--- config.mk ---
export PLATFORM = sky130hd
export DESIGN_NAME = skt_cell
export DESIGN_NICKNAME = d
export VERILOG_FILES = /design/src/skt_pkg.sv /design/src/skt_cell.sv
export SDC_FILE = /design/constraint.sdc
export NUM_CORES = 1
export LEC_CHECK = 0
export ABC_CLOCK_PERIOD_IN_PS = 3000
export BUFFER_PORTS_ARGS = -buffer_cell sky130_fd_sc_hd__buf_2
export CAP_MARGIN = 10
export CORE_AREA = 2 2 88 90
export DETAILED_ROUTE_END_ITERATION = 6
export DIE_AREA = 0 0 90 92
export PLACE_DENSITY_LB_ADDON = 0.3
export SLEW_MARGIN = 20
export SYNTH_ARGS = -nofsm -noshare
export SYNTH_HDL_FRONTEND = slang
export SYNTH_SLANG_ARGS = --single-unit
--- constraint.sdc ---
create_clock -name clock -period 3 [get_ports clock]
set_clock_uncertainty 0.2 [all_clocks]
set_input_delay 0.15 -clock clock [delete_from_list [all_inputs] [get_ports clock]]
set_output_delay 0.15 -clock clock [all_outputs]
set_load 0.1 [all_outputs]
--- src/skt_pkg.sv ---
// Shared codes and defaults for the sorted key table.
`default_nettype none
package skt_pkg;

   localparam int SKT_DEPTH     = 256;
   localparam int SKT_KEY_WIDTH = 32;

   localparam int OP_WIDTH   = 3;
   localparam int POS_WIDTH  = 8;
   localparam int KEY_FIELD  = 32;
   localparam int CNT_FIELD  = 9;
   localparam int STAT_WIDTH = 2;

   localparam logic [OP_WIDTH-1:0] OP_INSERT = 3'd0;
   localparam logic [OP_WIDTH-1:0] OP_READ   = 3'd1;
   localparam logic [OP_WIDTH-1:0] OP_REMOVE = 3'd2;
   localparam logic [OP_WIDTH-1:0] OP_SEARCH = 3'd3;
   localparam logic [OP_WIDTH-1:0] OP_CLEAR  = 3'd4;

   localparam logic [STAT_WIDTH-1:0] ST_OK        = 2'd0;
   localparam logic [STAT_WIDTH-1:0] ST_BAD_POS   = 2'd1;
   localparam logic [STAT_WIDTH-1:0] ST_NOT_FOUND = 2'd2;
   localparam logic [STAT_WIDTH-1:0] ST_FULL      = 2'd3;

   typedef struct packed {
      logic load;        // capture compare flags for a new item
      logic shift_in;    // insert: open a gap at the boundary
      logic shift_out;   // remove: close the gap from the right
   } cell_ctrl_type;

endpackage
`default_nettype wire

--- src/skt_cell.sv ---
// One table cell: holds a key, its compare flags, and shifts with its neighbours.
`default_nettype none
module skt_cell
   import skt_pkg::*;
#(
   parameter int INDEX     = 0,
   parameter int KEY_WIDTH = SKT_KEY_WIDTH,
   parameter int CW        = 9
) (
   input  wire logic                 clock,
   input  wire cell_ctrl_type        ctrl,
   input  wire logic [KEY_WIDTH-1:0] key_bus,
   input  wire logic [POS_WIDTH-1:0] pos,
   input  wire logic [CW-1:0]        count,
   input  wire logic [KEY_WIDTH-1:0] left_key,
   input  wire logic [KEY_WIDTH-1:0] right_key,
   input  wire logic                 left_lt,
   input  wire logic                 left_ge,
   output logic [KEY_WIDTH-1:0]      key,
   output logic                      lt,
   output logic                      ge,
   output logic                      first_ge,
   output logic                      hit,
   output logic                      sel
);

   localparam logic [31:0] IDX = 32'(INDEX);

   logic [KEY_WIDTH-1:0] key_ff, key_in;
   logic                 lt_ff, lt_in;
   logic                 eq_ff, eq_in;
   logic                 ge_ff, ge_in;
   logic                 valid;

   assign valid = IDX < 32'(count);

   always_comb begin
      lt_in  = lt_ff;
      eq_in  = eq_ff;
      ge_in  = ge_ff;
      key_in = key_ff;
      if (ctrl.load) begin
         lt_in = valid && (key_ff < key_bus);
         eq_in = key_ff == key_bus;
         ge_in = IDX >= 32'(pos);
      end
      if (ctrl.shift_in && !lt_ff) begin
         key_in = left_lt ? key_bus : left_key;
      end else if (ctrl.shift_out && ge_ff) begin
         key_in = right_key;
      end
   end

   always_ff @(posedge clock) begin
      key_ff <= key_in;
      lt_ff  <= lt_in;
      eq_ff  <= eq_in;
      ge_ff  <= ge_in;
   end

   assign key      = key_ff;
   assign lt       = lt_ff;
   assign ge       = ge_ff;
   assign first_ge = !lt_ff && left_lt;
   assign hit      = first_ge && eq_ff && valid;
   assign sel      = ge_ff && !left_ge;

endmodule
`default_nettype wire

== Yosys cells after proc, flatten, opt, wreduce, memory -nomap -nowiden ==
Index checks and enable logic that the tools add are counted.

* Register bits after elaboration: 35
* Output and inout bits: 37

* Equal/unequal tests: 1
* Magnitude comparators: 3
* Reduce and logical (&&, ||, !) cells: 10
* Multiplexer cells: 3

{| class="wikitable"
|+ Operator list
! operator !! count
|-
| 32-bit two-way mux || 3
|-
| 32-bit == test || 1
|-
| 32-bit less-than comparator || 1
|-
| 1-bit by 9-bit less-than comparator with 1-bit output, first input constant || 1
|-
| 1-bit by 8-bit greater-or-equal comparator with 1-bit output, first input constant || 1
|-
| 1-bit logical AND || 7
|-
| 1-bit zero test || 2
|-
| 2-bit nonzero test || 1
|}

== Depth between registers and ports, before layout ==
Gate-level depths: netlist of the first run.

* Depth after elaboration: 4
* Mapped depth: 7

== Least setup slack after synthesis of the first run ==
Ideal clock, no wire load.

* Kind: register to output
* Start point: reg lt_ff (netlist: lt)
* End point: out hit
* Path buffers: 0
* Required time: 2.650 ns
* Cell stages (with the launch flop): 4
* Arrival: 3.723 ns
* Setup slack: -1.073 ns
* Path through: edfxtp_1 > nor2b_1 > nand2_1 > nor2_1

* Word-level cells in the longest chain between the ends: 4

{| class="wikitable"
|+ Ends and longest elaborated chain
! what !! RTL line !! text
|-
| start, declared || skt_cell.sv:30 || <nowiki>logic lt_ff, lt_in;</nowiki>
|-
| start signal, assigned || skt_cell.sv:56 || <nowiki>lt_ff <= lt_in;</nowiki>
|-
| 1-bit zero test || skt_cell.sv:64 || <nowiki>assign first_ge = !lt_ff && left_lt;</nowiki>
|-
| 1-bit logical AND || skt_cell.sv:64 ||
|-
| net first_ge || skt_cell.sv:22 || <nowiki>output logic first_ge,</nowiki>
|-
| 1-bit logical AND (2 in series) || skt_cell.sv:65 || <nowiki>assign hit = first_ge && eq_ff && valid;</nowiki>
|-
| end, declared || skt_cell.sv:23 || <nowiki>output logic hit,</nowiki>
|}

The timed path passes the listed nets, and every way through them passes these cells.

== Worst setup path in the final report of the first run ==
* Start point: reg key_ff[23] (netlist: key[23])
* End point: reg lt_ff (netlist: lt) (data pin)

* Word-level cells in the longest chain between the ends: 2

{| class="wikitable"
|+ Ends and longest elaborated chain
! what !! RTL line !! text
|-
| start, declared || skt_cell.sv:29 || <nowiki>logic [KEY_WIDTH-1:0] key_ff, key_in;</nowiki>
|-
| start signal, assigned || skt_cell.sv:55 || <nowiki>key_ff <= key_in;</nowiki>
|-
| 32-bit less-than comparator || skt_cell.sv:43 || <nowiki>lt_in = valid && (key_ff < key_bus);</nowiki>
|-
| 1-bit logical AND || skt_cell.sv:43 ||
|}

No other way between the ends.
A chain may end at the register's enable or synchronous reset.

==> flow_metrics.env, run 1 <==
export IMPL_dp_cells=519
export IMPL_grt_pass1_wl_um=11600
export IMPL_finalNetCount=608
export IMPL_final_core_util_pct=52.4
export IMPL_crit_end="lt$_DFFE_PP_"
export IMPL_cpPeakStageDelay_ns=0.48
export IMPL_dieArea_um2=8280
export IMPL_numPortBuffers=155
export IMPL_yosysMostFrequentCell="nand2_1"
export IMPL_cellPowerDensity_nw_per_um2=435
export IMPL_path_max_fanout=3
export IMPL_critPathTopFamily="simple AND/OR/NAND/NOR gates"
export IMPL_r2r_start="key[23]$_DFFE_PP_"
export IMPL_crit_type="reg2reg"
export IMPL_netlist_instances=269
export IMPL_dpl_cell_area_um2=3500
export IMPL_status="complete, no violations"
export IMPL_clock_latency_ns=0.28
export IMPL_initial_utilization_pct=34.9
export IMPL_async_flop_share_pct=0
export IMPL_drc=0
export IMPL_grt_usage_pct=17.2
export IMPL_drt_initial_drc_count=112
export IMPL_report_final_slew_viol_count=0
export IMPL_synth_largest_area_cell="edfxtp_1"
export IMPL_ir_drop_mv=0.219
export IMPL_clockBufferDepth=2
export IMPL_firstDrtPassIters=4
export IMPL_relSlewSlack_pct=60.5
export IMPL_routedWlPerCell_um=13.0
export IMPL_synth_area_top_cells="edfxtp_1 (40%), ha_1 (15%), mux2i_1 (12%)"
export IMPL_holdWs_ns=0.0283
export IMPL_cp_slowest_cell="nor4_2"
export IMPL_rsz0062_at_grt="no"
export IMPL_r2r_end="lt$_DFFE_PP_"
export IMPL_synth_top_area_share_pct=40.5
export IMPL_grt_pass1_vias=2586
export IMPL_instances_no_fill=558
export IMPL_setup_viol=0
export IMPL_core_rowCount=32
export IMPL_gp_congestion=0.767
export IMPL_critPathLaunch="key[23]$_DFFE_PP_"
export IMPL_ant_nets=0
export IMPL_hold_viol_final=0
export IMPL_tightestPinTransition_ns=0.593
export IMPL_min_period_ns=2.24
export IMPL_synthFlopType="edfxtp_1"
export IMPL_synth_edf_count=35
export IMPL_worstPathArrival_ns=2.05
export IMPL_drive_gt1_share_pct=37.7
export IMPL_cts_tree="built"
export IMPL_timing_critical_path_to_type="register"
export IMPL_worst_path_stages=6
export IMPL_syn_num_nets=420
export IMPL_overflow=0
export IMPL_ys_seq_area_share_pct=40.5
export IMPL_critical_path_startpoint_type="register"
export IMPL_cts_max_level=2
export IMPL_final_cell_area_um2=3900
export IMPL_vias=2568
export IMPL_io_pin_count=156
export IMPL_min_from="pos[1]"
export IMPL_vias_per_cell=4.60
export IMPL_cts_inserted_buffers=5
export IMPL_diodes=0
export IMPL_cp_required_ns=2.81
export IMPL_clockRootBuffer="clkbuf_8"
export IMPL_synth_avg_cell_area_um2=9.65
export IMPL_yosys_register_bits=35
export IMPL_synth_area_um2=2600
export IMPL_die_x_um=90
export IMPL_setup_tns_final_ns=0
export IMPL_crit_buf_inv=0
export IMPL_clock_sinks=35
export IMPL_syn_to_final_growth_pct=50.2
export IMPL_max_cap_violations=0
export IMPL_ys_warn_count=0
export IMPL_antenna_found_initial=0
export IMPL_yosys_top_cells_count="nand2_1 (44), edfxtp_1 (35), o21ai_0 (35)"
export IMPL_hold_class="in2reg"
export IMPL_r2r_worst_path_cells=6
export IMPL_fin_crit_sh_pct=74.5
export IMPL_coreArea_um2=7450
export IMPL_nFillCells=706
export IMPL_synthDistinctLibCells=26
export IMPL_grt_max_degree=37
export IMPL_totalWireLength_um=7240
export IMPL_rrSetupSlack_ns=0.76
export IMPL_path_cells="ha_1, nand4_1, nor4_2, nand2_1, a21oi_1, a211oi_2"
export IMPL_dp_hpwl_um=5520
export IMPL_die_h_um=92
export IMPL_cellLeakagePower_nw=2.03
export IMPL_clk_pin_slew_ns=0.07
export IMPL_fmax_mhz=447
[where the power goes]
part	internal [mW]	switching (mW)	total, mW
Combinational	0.215	0.538	0.753
Sequential	0.602	0.0254	0.628
Clock	0.155	0.159	0.314
Total	0.973	0.723	1.70
[worst min-delay path by stage]
stage / endpoint / slack (ns) / cells after the start
floorplan: eq_ff$_DFFE_PP_ / 0.06 / 0
finish: ge$_DFFE_PP_ / 0.03 / 3
detailed placement: ge$_DFFE_PP_ / 0.21 / 1
CTS: key[7]$_DFFE_PP_ / 0.01 / 3
global route: ge$_DFFE_PP_ / 0.01 / 3
global placement: ge$_DFFE_PP_ / 0.20 / 1
[cells in the final DEF (no fill, tap or decap)]
master / count
a211oi_1: 2
a211oi_2: 1
a21o_1: 3
a21oi_1: 12
a221oi_1: 1
buf_2: 155
buf_4: 4
clkbuf_1: 1
clkbuf_8: 5
dlygate4sd3_1: 33
edfxtp_1: 35
ha_1: 32
inv_1: 33
mux2i_1: 32
nand2_1: 44
nand2b_2: 1
nand3_1: 3
nand4_1: 7
nor2_1: 2
nor2_2: 1
nor2b_1: 2
nor2b_4: 1
nor3_1: 3
nor4_2: 1
nor4_4: 1
o211ai_1: 1
o211ai_2: 1
o21ai_0: 35
or3_1: 1
or4_1: 2
or4_4: 1
[metrics by stage]
step                power, mW  setup slack [ns]
finish                   1.70             0.764
global route             1.79             0.636
CTS                      1.72             0.712
detailed placement       1.36             0.798
global placement         1.35             0.919
floorplan                1.17          -0.00219
[area by class of cell]
class                      instances  area [um2]  share of cell area (%)
sequential                        35        1050                    26.9
clock buffer                       6        72.6                    1.86
tap                              102         128                    3.27
timing repair buffer             192        1140                    29.1
multi-input combinational        190        1390                    35.6
inverter                          33         124                    3.18
[per-layer routing]
layer,GRT usage (%),wire [um]
met5,0,0
met4,3.72,23
met1,19.6,2920
met2,32.6,3850
met3,4.19,446
[logic make-up after synthesis]
kind of cell	Yosys count	synth area share, %
and+or+nand+nor	70	13.2
AOI/OAI and AO/OA	56	12.1
adders and majority gates	32	15.4
muxes	32	12.3
buffers and inverters	44	6.51
DFF	35	40.5
[sequential cells by signal, summed over array words and instances, names as in the netlist]
name,cells
key,32
lt,1
ge,1
eq_ff,1
[worst register-to-register path, delay by kind of cell, from the launching register on]
kind | cells | cell delay [ns]
adder cells (fa/ha/maj) | 1 | 0.33
flip-flops | 1 | 0.40
AO/OA/AOI/OAI | 2 | 0.26
AND/OR/NAND/NOR | 3 | 0.77
[repair_timing]
item,in CTS,in global routing
hold endpoints to repair,35,0
setup buffers,0,0
hold buffers,33,0
endpoints found under the setup margin,0,0
gates resized for setup,0,0
Power figures use the tool's default switching activity.
==> inputs of run 2 (changes only) <==
Settings changed: ABC_AREA from default to 1, ABC_CLOCK_PERIOD_IN_PS 3000 to 1800, CORE_AREA 2 2 88 90 to 2 2 90 92, DIE_AREA 0 0 90 92 to 0 0 92 94.
Clock period 3 ns to 1.8 ns, I/O delays scaled along.
==> run 2 against run 1 <==
Compared with the run above:
- the run now ends with hold timing, setup timing left
- critical path type unchanged
- largest power group unchanged
- cell area rose by 22%
- highest routed layer unchanged
- register-to-register slack got worse by 0.80 ns
- synthesized cell count rose by 25%
==> flow_metrics.env, run 2 <==
export IMPL_setup_viol=1
export IMPL_dieArea_um2=8650
export IMPL_diodes=0
export IMPL_cpPeakStageDelay_ns=0.45
export IMPL_synthAdderAreaFrac_pct=15.0
export IMPL_cts_max_level=2
export IMPL_core_rowCount=32
export IMPL_yosysMostFrequentCell="a21oi_1"
export IMPL_final_cell_area_um2=4770
export IMPL_ir_drop_mv=0.395
export IMPL_routedWlPerCell_um=14.8
export IMPL_cp_slowest_cell="edfxtp_1"
export IMPL_grt_max_degree=33
export IMPL_die_h_um=94
export IMPL_firstDrtPassIters=5
export IMPL_synth_top_area_share_pct=39.5
export IMPL_worst_path_stages=6
export IMPL_timing_critical_path_to_type="register"
export IMPL_cellPowerDensity_nw_per_um2=688
export IMPL_yosys_register_bits=35
export IMPL_antenna_found_initial=0
export IMPL_hold_class="in2reg"
export IMPL_multiInputGateArea_um2=1500
export IMPL_crit_type="reg2reg"
export IMPL_synth_top_family_by_area="simple AND/OR/NAND/NOR gates"
export IMPL_vias=3355
export IMPL_ys_warn_count=0
export IMPL_overflow=0
export IMPL_path_max_fanout=3
export IMPL_synth_avg_cell_area_um2=7.93
export IMPL_synth_edf_count=35
export IMPL_layout_common_cells="buf_2 (147), dlygate4sd3_1 (96), a21oi_1 (77)"
export IMPL_ys_seq_area_share_pct=39.5
export IMPL_drive_gt1_share_pct=32.3
export IMPL_hold_viol_final=1
export IMPL_r2r_worst_path_cells=6
export IMPL_ant_nets=0
export IMPL_pre_cts_ws_ns=0.000788
export IMPL_dp_hpwl_um=6060
export IMPL_dpl_cell_area_um2=3650
export IMPL_fin_crit_sh_pct=102
export IMPL_numPortBuffers=155
export IMPL_path_cells="ha_4, nand4_1, nor3_2, inv_1, nor2_1, a21oi_1"
export IMPL_syn_to_final_growth_pct=79.2
export IMPL_report_final_slew_viol_count=0
export IMPL_holdWs_ns=-0.00767
export IMPL_drt_initial_drc_count=133
export IMPL_layout_setup_ws_ns=-0.0367
export IMPL_coreArea_um2=7610
export IMPL_clock_sinks=35
export IMPL_cts_inserted_buffers=5
export IMPL_critPathTopFamily="simple AND/OR/NAND/NOR gates"
export IMPL_largest_reg_flops=32
export IMPL_drc=0
export IMPL_grt_pass1_wl_um=15800
export IMPL_crit_buf_inv=1
export IMPL_synth_xor_area_share_pct=0
export IMPL_synth_area_mux_share_pct=0
export IMPL_min_path_cells=3
export IMPL_cellLeakagePower_nw=2.34
export IMPL_synth_largest_area_cell="edfxtp_1"
export IMPL_critical_path_startpoint_type="register"
export IMPL_status="complete, but fails checks"
export IMPL_cp_required_ns=1.66
export IMPL_cts_tree="built"
export IMPL_netlist_instances=336
export IMPL_syn_num_nets=487
export IMPL_initial_utilization_pct=35.0
export IMPL_die_x_um=92
export IMPL_violations="hold timing, setup timing"
export IMPL_layout_commonest_cell="buf_2"
export IMPL_worstPathArrival_ns=1.69
export IMPL_grt_usage_pct=23.3
export IMPL_seqCellArea_um2=1050
export IMPL_clockBufferDepth=2
export IMPL_synth_compound_area_share_pct=15.5
export IMPL_rsz0062_at_grt="yes"
export IMPL_min_period_ns=1.84
export IMPL_gp_congestion=0.806
export IMPL_synthSimpleGateAreaFrac_pct=20.1
export IMPL_tightestPinTransition_ns=0.502
export IMPL_synthFlopType="edfxtp_1"
export IMPL_synth_area_top_cells="edfxtp_1 (39%), ha_1 (15%), a21oi_1 (14%)"
export IMPL_max_cap_violations=0
export IMPL_relSlewSlack_pct=66.8
export IMPL_clockRootBuffer="clkbuf_8"
export IMPL_finalNetCount=736
export IMPL_vias_per_cell=4.88
export IMPL_grt_pass1_vias=3610
export IMPL_fmax_mhz=544
export IMPL_yosys_top_cells_count="a21oi_1 (77), nand2_1 (68), nor2_1 (46)"
export IMPL_totalWireLength_um=10200
export IMPL_clk_pin_slew_ns=0.09
export IMPL_nFillCells=632
export IMPL_synthDistinctLibCells=22
export IMPL_async_flop_share_pct=0
export IMPL_clock_latency_ns=0.29
export IMPL_synth_area_um2=2660
export IMPL_io_pin_count=156
run 2: changes by cell type after synthesis, moves of 6 or more:
cell,previous run,this run
a21oi_1,12,77
buf_4,0,6
clkbuf_1,8,0
inv_1,33,41
mux2i_1,32,0
nand2_1,44,68
nor2_1,3,46
o21ai_0,35,1
run 2: cell families (layout without fill, tap and decap cells):
logic type                 Yosys count  in the layout
AOI/OAI and AO/OA                   81             81
adders and majority gates           32             32
buffers and inverters               57            307
DFF                                 35             35
and+or+nand+nor                    131            131
run 2: stage by stage:
stage | utilization (%) | TNS, ns | cells | power (mW) | hold slack, ns
floorplan | - | -12.31 | 336 | 2.04 | 0.00250
global placement | 47.9 | 0 | 588 | 2.35 | 0.157
detailed placement | 47.9 | 0 | 588 | 2.37 | 0.158
CTS | 62.0 | 0 | 692 | 3.25 | 0.000246
global route | 62.8 | -0.153 | 688 | 3.44 | 0.00881
finish | 62.8 | -0.0367 | 688 | 3.28 | -0.00767
run 2: final cells by class:
class	count	share of cell area, %
repair buffers	255	38.2
clock inverters	3	0.812
inverters	44	3.51
flip-flops and latches	35	22.0
well taps	102	2.67
clock buffers	5	1.44
multi-input cells	244	31.3
run 2: path summary, 6_finish.rpt:
| check | slack, ns | startpoint | to |
|---|---|---|---|
| max | -0.04 | key[31]$_DFFE_PP_ | lt$_DFFE_PP_ |
| min | -0.008 | left_key[10] | key[10]$_DFFE_PP_ |
| max reg2reg | -0.04 | key[31]$_DFFE_PP_ | lt$_DFFE_PP_ |
| min reg2reg | 0.72 | key[15]$_DFFE_PP_ | lt$_DFFE_PP_ |
run 2: worst register-to-register path: cells and delay by family, from the launching register on:
kind                       cells  cell delay (ns)
and+or+nand+nor                3             0.48
DFF                            1             0.45
buffers and inverters          1             0.09
adders and majority gates      1             0.31
AOI/OAI and AO/OA              1             0.07
run 2: repair_timing:
item / 4_1_cts / 5_1_grt
hold buffers: 96 / 0
buffers inserted: 0 / 2
setup endpoints to repair: 0 / 2
endpoints found under the hold margin: 36 / 0
resized for setup: 0 / 8
run 2: power breakdown:
group | leakage (nW) | switching, mW | total [mW] | internal, mW
Combinational | 1.95 | 1.01 | 1.51 | 0.491
Sequential | 0.336 | 0.0476 | 1.05 | 1.01
Clock | 0.0556 | 0.318 | 0.725 | 0.406
run 2: layer usage:
layer,wire length (um),up-vias,global-route usage [%],part of all wire [%]
li1,-,1624,-,-
met4,388,0,12.3,3.8
met2,5310,179,44.0,52
met3,660,43,4.57,6.5
met5,0,-,0,0
met1,3830,1509,24.2,38
==> inputs of run 3 (changes only) <==
Settings changed: ABC_CLOCK_PERIOD_IN_PS 1800 to 1700.
Clock period 1.8 ns to 1.7 ns, I/O delays scaled along.
==> run 3 against run 2 <==
Compared with the run above:
- the run ends with setup timing left
- die area did not move
- maximum frequency rose by 3.9%
- combinational power is 7% higher
- sequential power rose by 6%
- first-iteration DRC count is 46% higher
- final cell count increased by 0.73%
- cell area is 0.26% higher
- hold slack improved by 0.014 ns
- worst setup slack lost 0.030 ns
- clock-buffer cell count did not move
- non-clock buffer count increased by 5
- sequential cell count unchanged
- largest power group unchanged
==> flow_metrics.env, run 3 (synthesis results as in run 2) <==
export IMPL_fmax_mhz=566
export IMPL_violations="setup timing"
export IMPL_min_period_ns=1.77
export IMPL_tightestPinTransition_ns=0.728
export IMPL_path_cells="ha_4, nand4_1, nor3_2, inv_1, nor2_2, a21oi_1"
export IMPL_gr_usage_met2_pct=43.0
export IMPL_cts_max_level=2
export IMPL_worstPathArrival_ns=1.62
export IMPL_cellLeakagePower_nw=2.35
export IMPL_crit_buf_inv=1
export IMPL_dieArea_um2=8650
export IMPL_crit_type="reg2reg"
export IMPL_clock_sinks=35
export IMPL_grt_usage_pct=23.4
export IMPL_holdWs_ns=0.00664
export IMPL_top_usage_layer="met2"
export IMPL_clock_latency_ns=0.29
export IMPL_relSlewSlack_pct=51.4
export IMPL_layout_setup_ws_ns=-0.0671
export IMPL_critical_path_startpoint_type="register"
export IMPL_clockRootBuffer="clkbuf_8"
export IMPL_gp_congestion=0.813
export IMPL_cts_tree="built"
export IMPL_power_mw=3.48
export IMPL_drc=0
export IMPL_io_pin_count=156
export IMPL_setup_viol=2
export IMPL_layout_common_cells="buf_2 (152), dlygate4sd3_1 (96), a21oi_1 (77)"
export IMPL_cellPowerDensity_nw_per_um2=728
export IMPL_final_cell_area_um2=4790
export IMPL_totalWireLength_um=10300
export IMPL_numPortBuffers=155
export IMPL_rrSetupSlack_ns=-0.07
export IMPL_use_met3_pct=4.90
export IMPL_r2r_end="lt$_DFFE_PP_"
export IMPL_worst_path_stages=6
export IMPL_timing_critical_path_to_type="register"
export IMPL_critPathLaunch="key[30]$_DFFE_PP_"
export IMPL_vias=3419
export IMPL_report_final_slew_viol_count=0
export IMPL_clockBufferDepth=2
export IMPL_r2r_start="key[30]$_DFFE_PP_"
export IMPL_cpPeakStageDelay_ns=0.45
export IMPL_initial_utilization_pct=35.0
export IMPL_cts_inserted_buffers=5
export IMPL_grt_pass1_wl_um=15900
export IMPL_cp_required_ns=1.56
export IMPL_dpl_cell_area_um2=3620
export IMPL_hold_viol_final=0
export IMPL_r2r_worst_path_cells=6
export IMPL_overflow=0
export IMPL_status="complete, but fails checks"
export IMPL_ant_nets=0
export IMPL_rsz0062_at_grt="yes"
export IMPL_nFillCells=652
export IMPL_core_rowCount=32
export IMPL_coreArea_um2=7610
export IMPL_die_h_um=94
export IMPL_finalNetCount=741
export IMPL_diodes=0
export IMPL_dp_hpwl_um=5960
export IMPL_antenna_found_initial=0
export IMPL_crit_end="lt$_DFFE_PP_"
export IMPL_drt_initial_drc_count=194
export IMPL_ir_drop_mv=0.353
export IMPL_cp_slowest_cell="edfxtp_1"
export IMPL_fin_crit_sh_pct=104
export IMPL_routedWlPerCell_um=14.9
export IMPL_firstDrtPassIters=5
export IMPL_drive_gt1_share_pct=33.0
export IMPL_grt_pass1_vias=3628
export IMPL_vias_per_cell=4.93
export IMPL_pre_cts_ws_ns=-0.0596
export IMPL_syn_to_final_growth_pct=79.7
export IMPL_die_x_um=92
export IMPL_layout_commonest_cell="buf_2"
export IMPL_largest_reg_flops=32
export IMPL_clk_pin_slew_ns=0.08
export IMPL_critPathTopFamily="flip-flops"
export IMPL_max_cap_violations=0
export IMPL_final_core_util_pct=62.9
export IMPL_grt_use_met1_pct=24.3
export IMPL_dp_cells=586
export IMPL_hold_class="in2reg"
export IMPL_path_max_fanout=2
export IMPL_setup_tns_final_ns=-0.0992
export IMPL_grt_max_degree=34
export IMPL_instances_no_fill=693
run 3: routing by layer:
metal	part of all wire, %	vias up
met1	36	1540
met4	4.8	0
met3	6.5	50
li1	-	1638
met2	52	191
met5	0	-
run 3: power by group:
part	internal, mW	switching, mW
sequential	1.07	0.0490
combinational	0.521	1.09
clock	0.430	0.332
total	2.02	1.47
run 3: worst min-delay path by stage:
stage	from	end	slack, ns	cells past startpoint
finish	pos[1]	ge$_DFFE_PP_	0.007	3
global route	pos[1]	ge$_DFFE_PP_	0.009	3
CTS	left_key[25]	key[25]$_DFFE_PP_	0.004	3
detailed placement	ctrl[2]	ge$_DFFE_PP_	0.15	1
global placement	ctrl[2]	ge$_DFFE_PP_	0.15	1
floorplan	ctrl[2]	eq_ff$_DFFE_PP_	-0.003	0
run 3: repair_timing:
action,4_1_cts,5_1_grt
setup buffers,2,1
pin swaps,4,7
endpoints found under the hold margin,36,0
hold buffers,97,0
resized for setup,1,11
endpoints found under the setup margin,1,6
run 3: worst min-delay path: stages:
cell and delay, ns:
buf_2 0.09, nor4_2 0.03, and2_1 0.13
run 3: layout make-up:
| type | count | area, um2 | share of cell area (%) |
|---|---|---|---|
| clock buffers | 5 | 68.8 | 1.44 |
| clock inverters | 3 | 38.8 | 0.810 |
| inverters | 44 | 170 | 3.55 |
| multi-input cells | 244 | 1490 | 31.2 |
| flip-flops and latches | 35 | 1050 | 22.0 |
| well taps | 102 | 128 | 2.67 |
| repair buffers | 260 | 1840 | 38.4 |
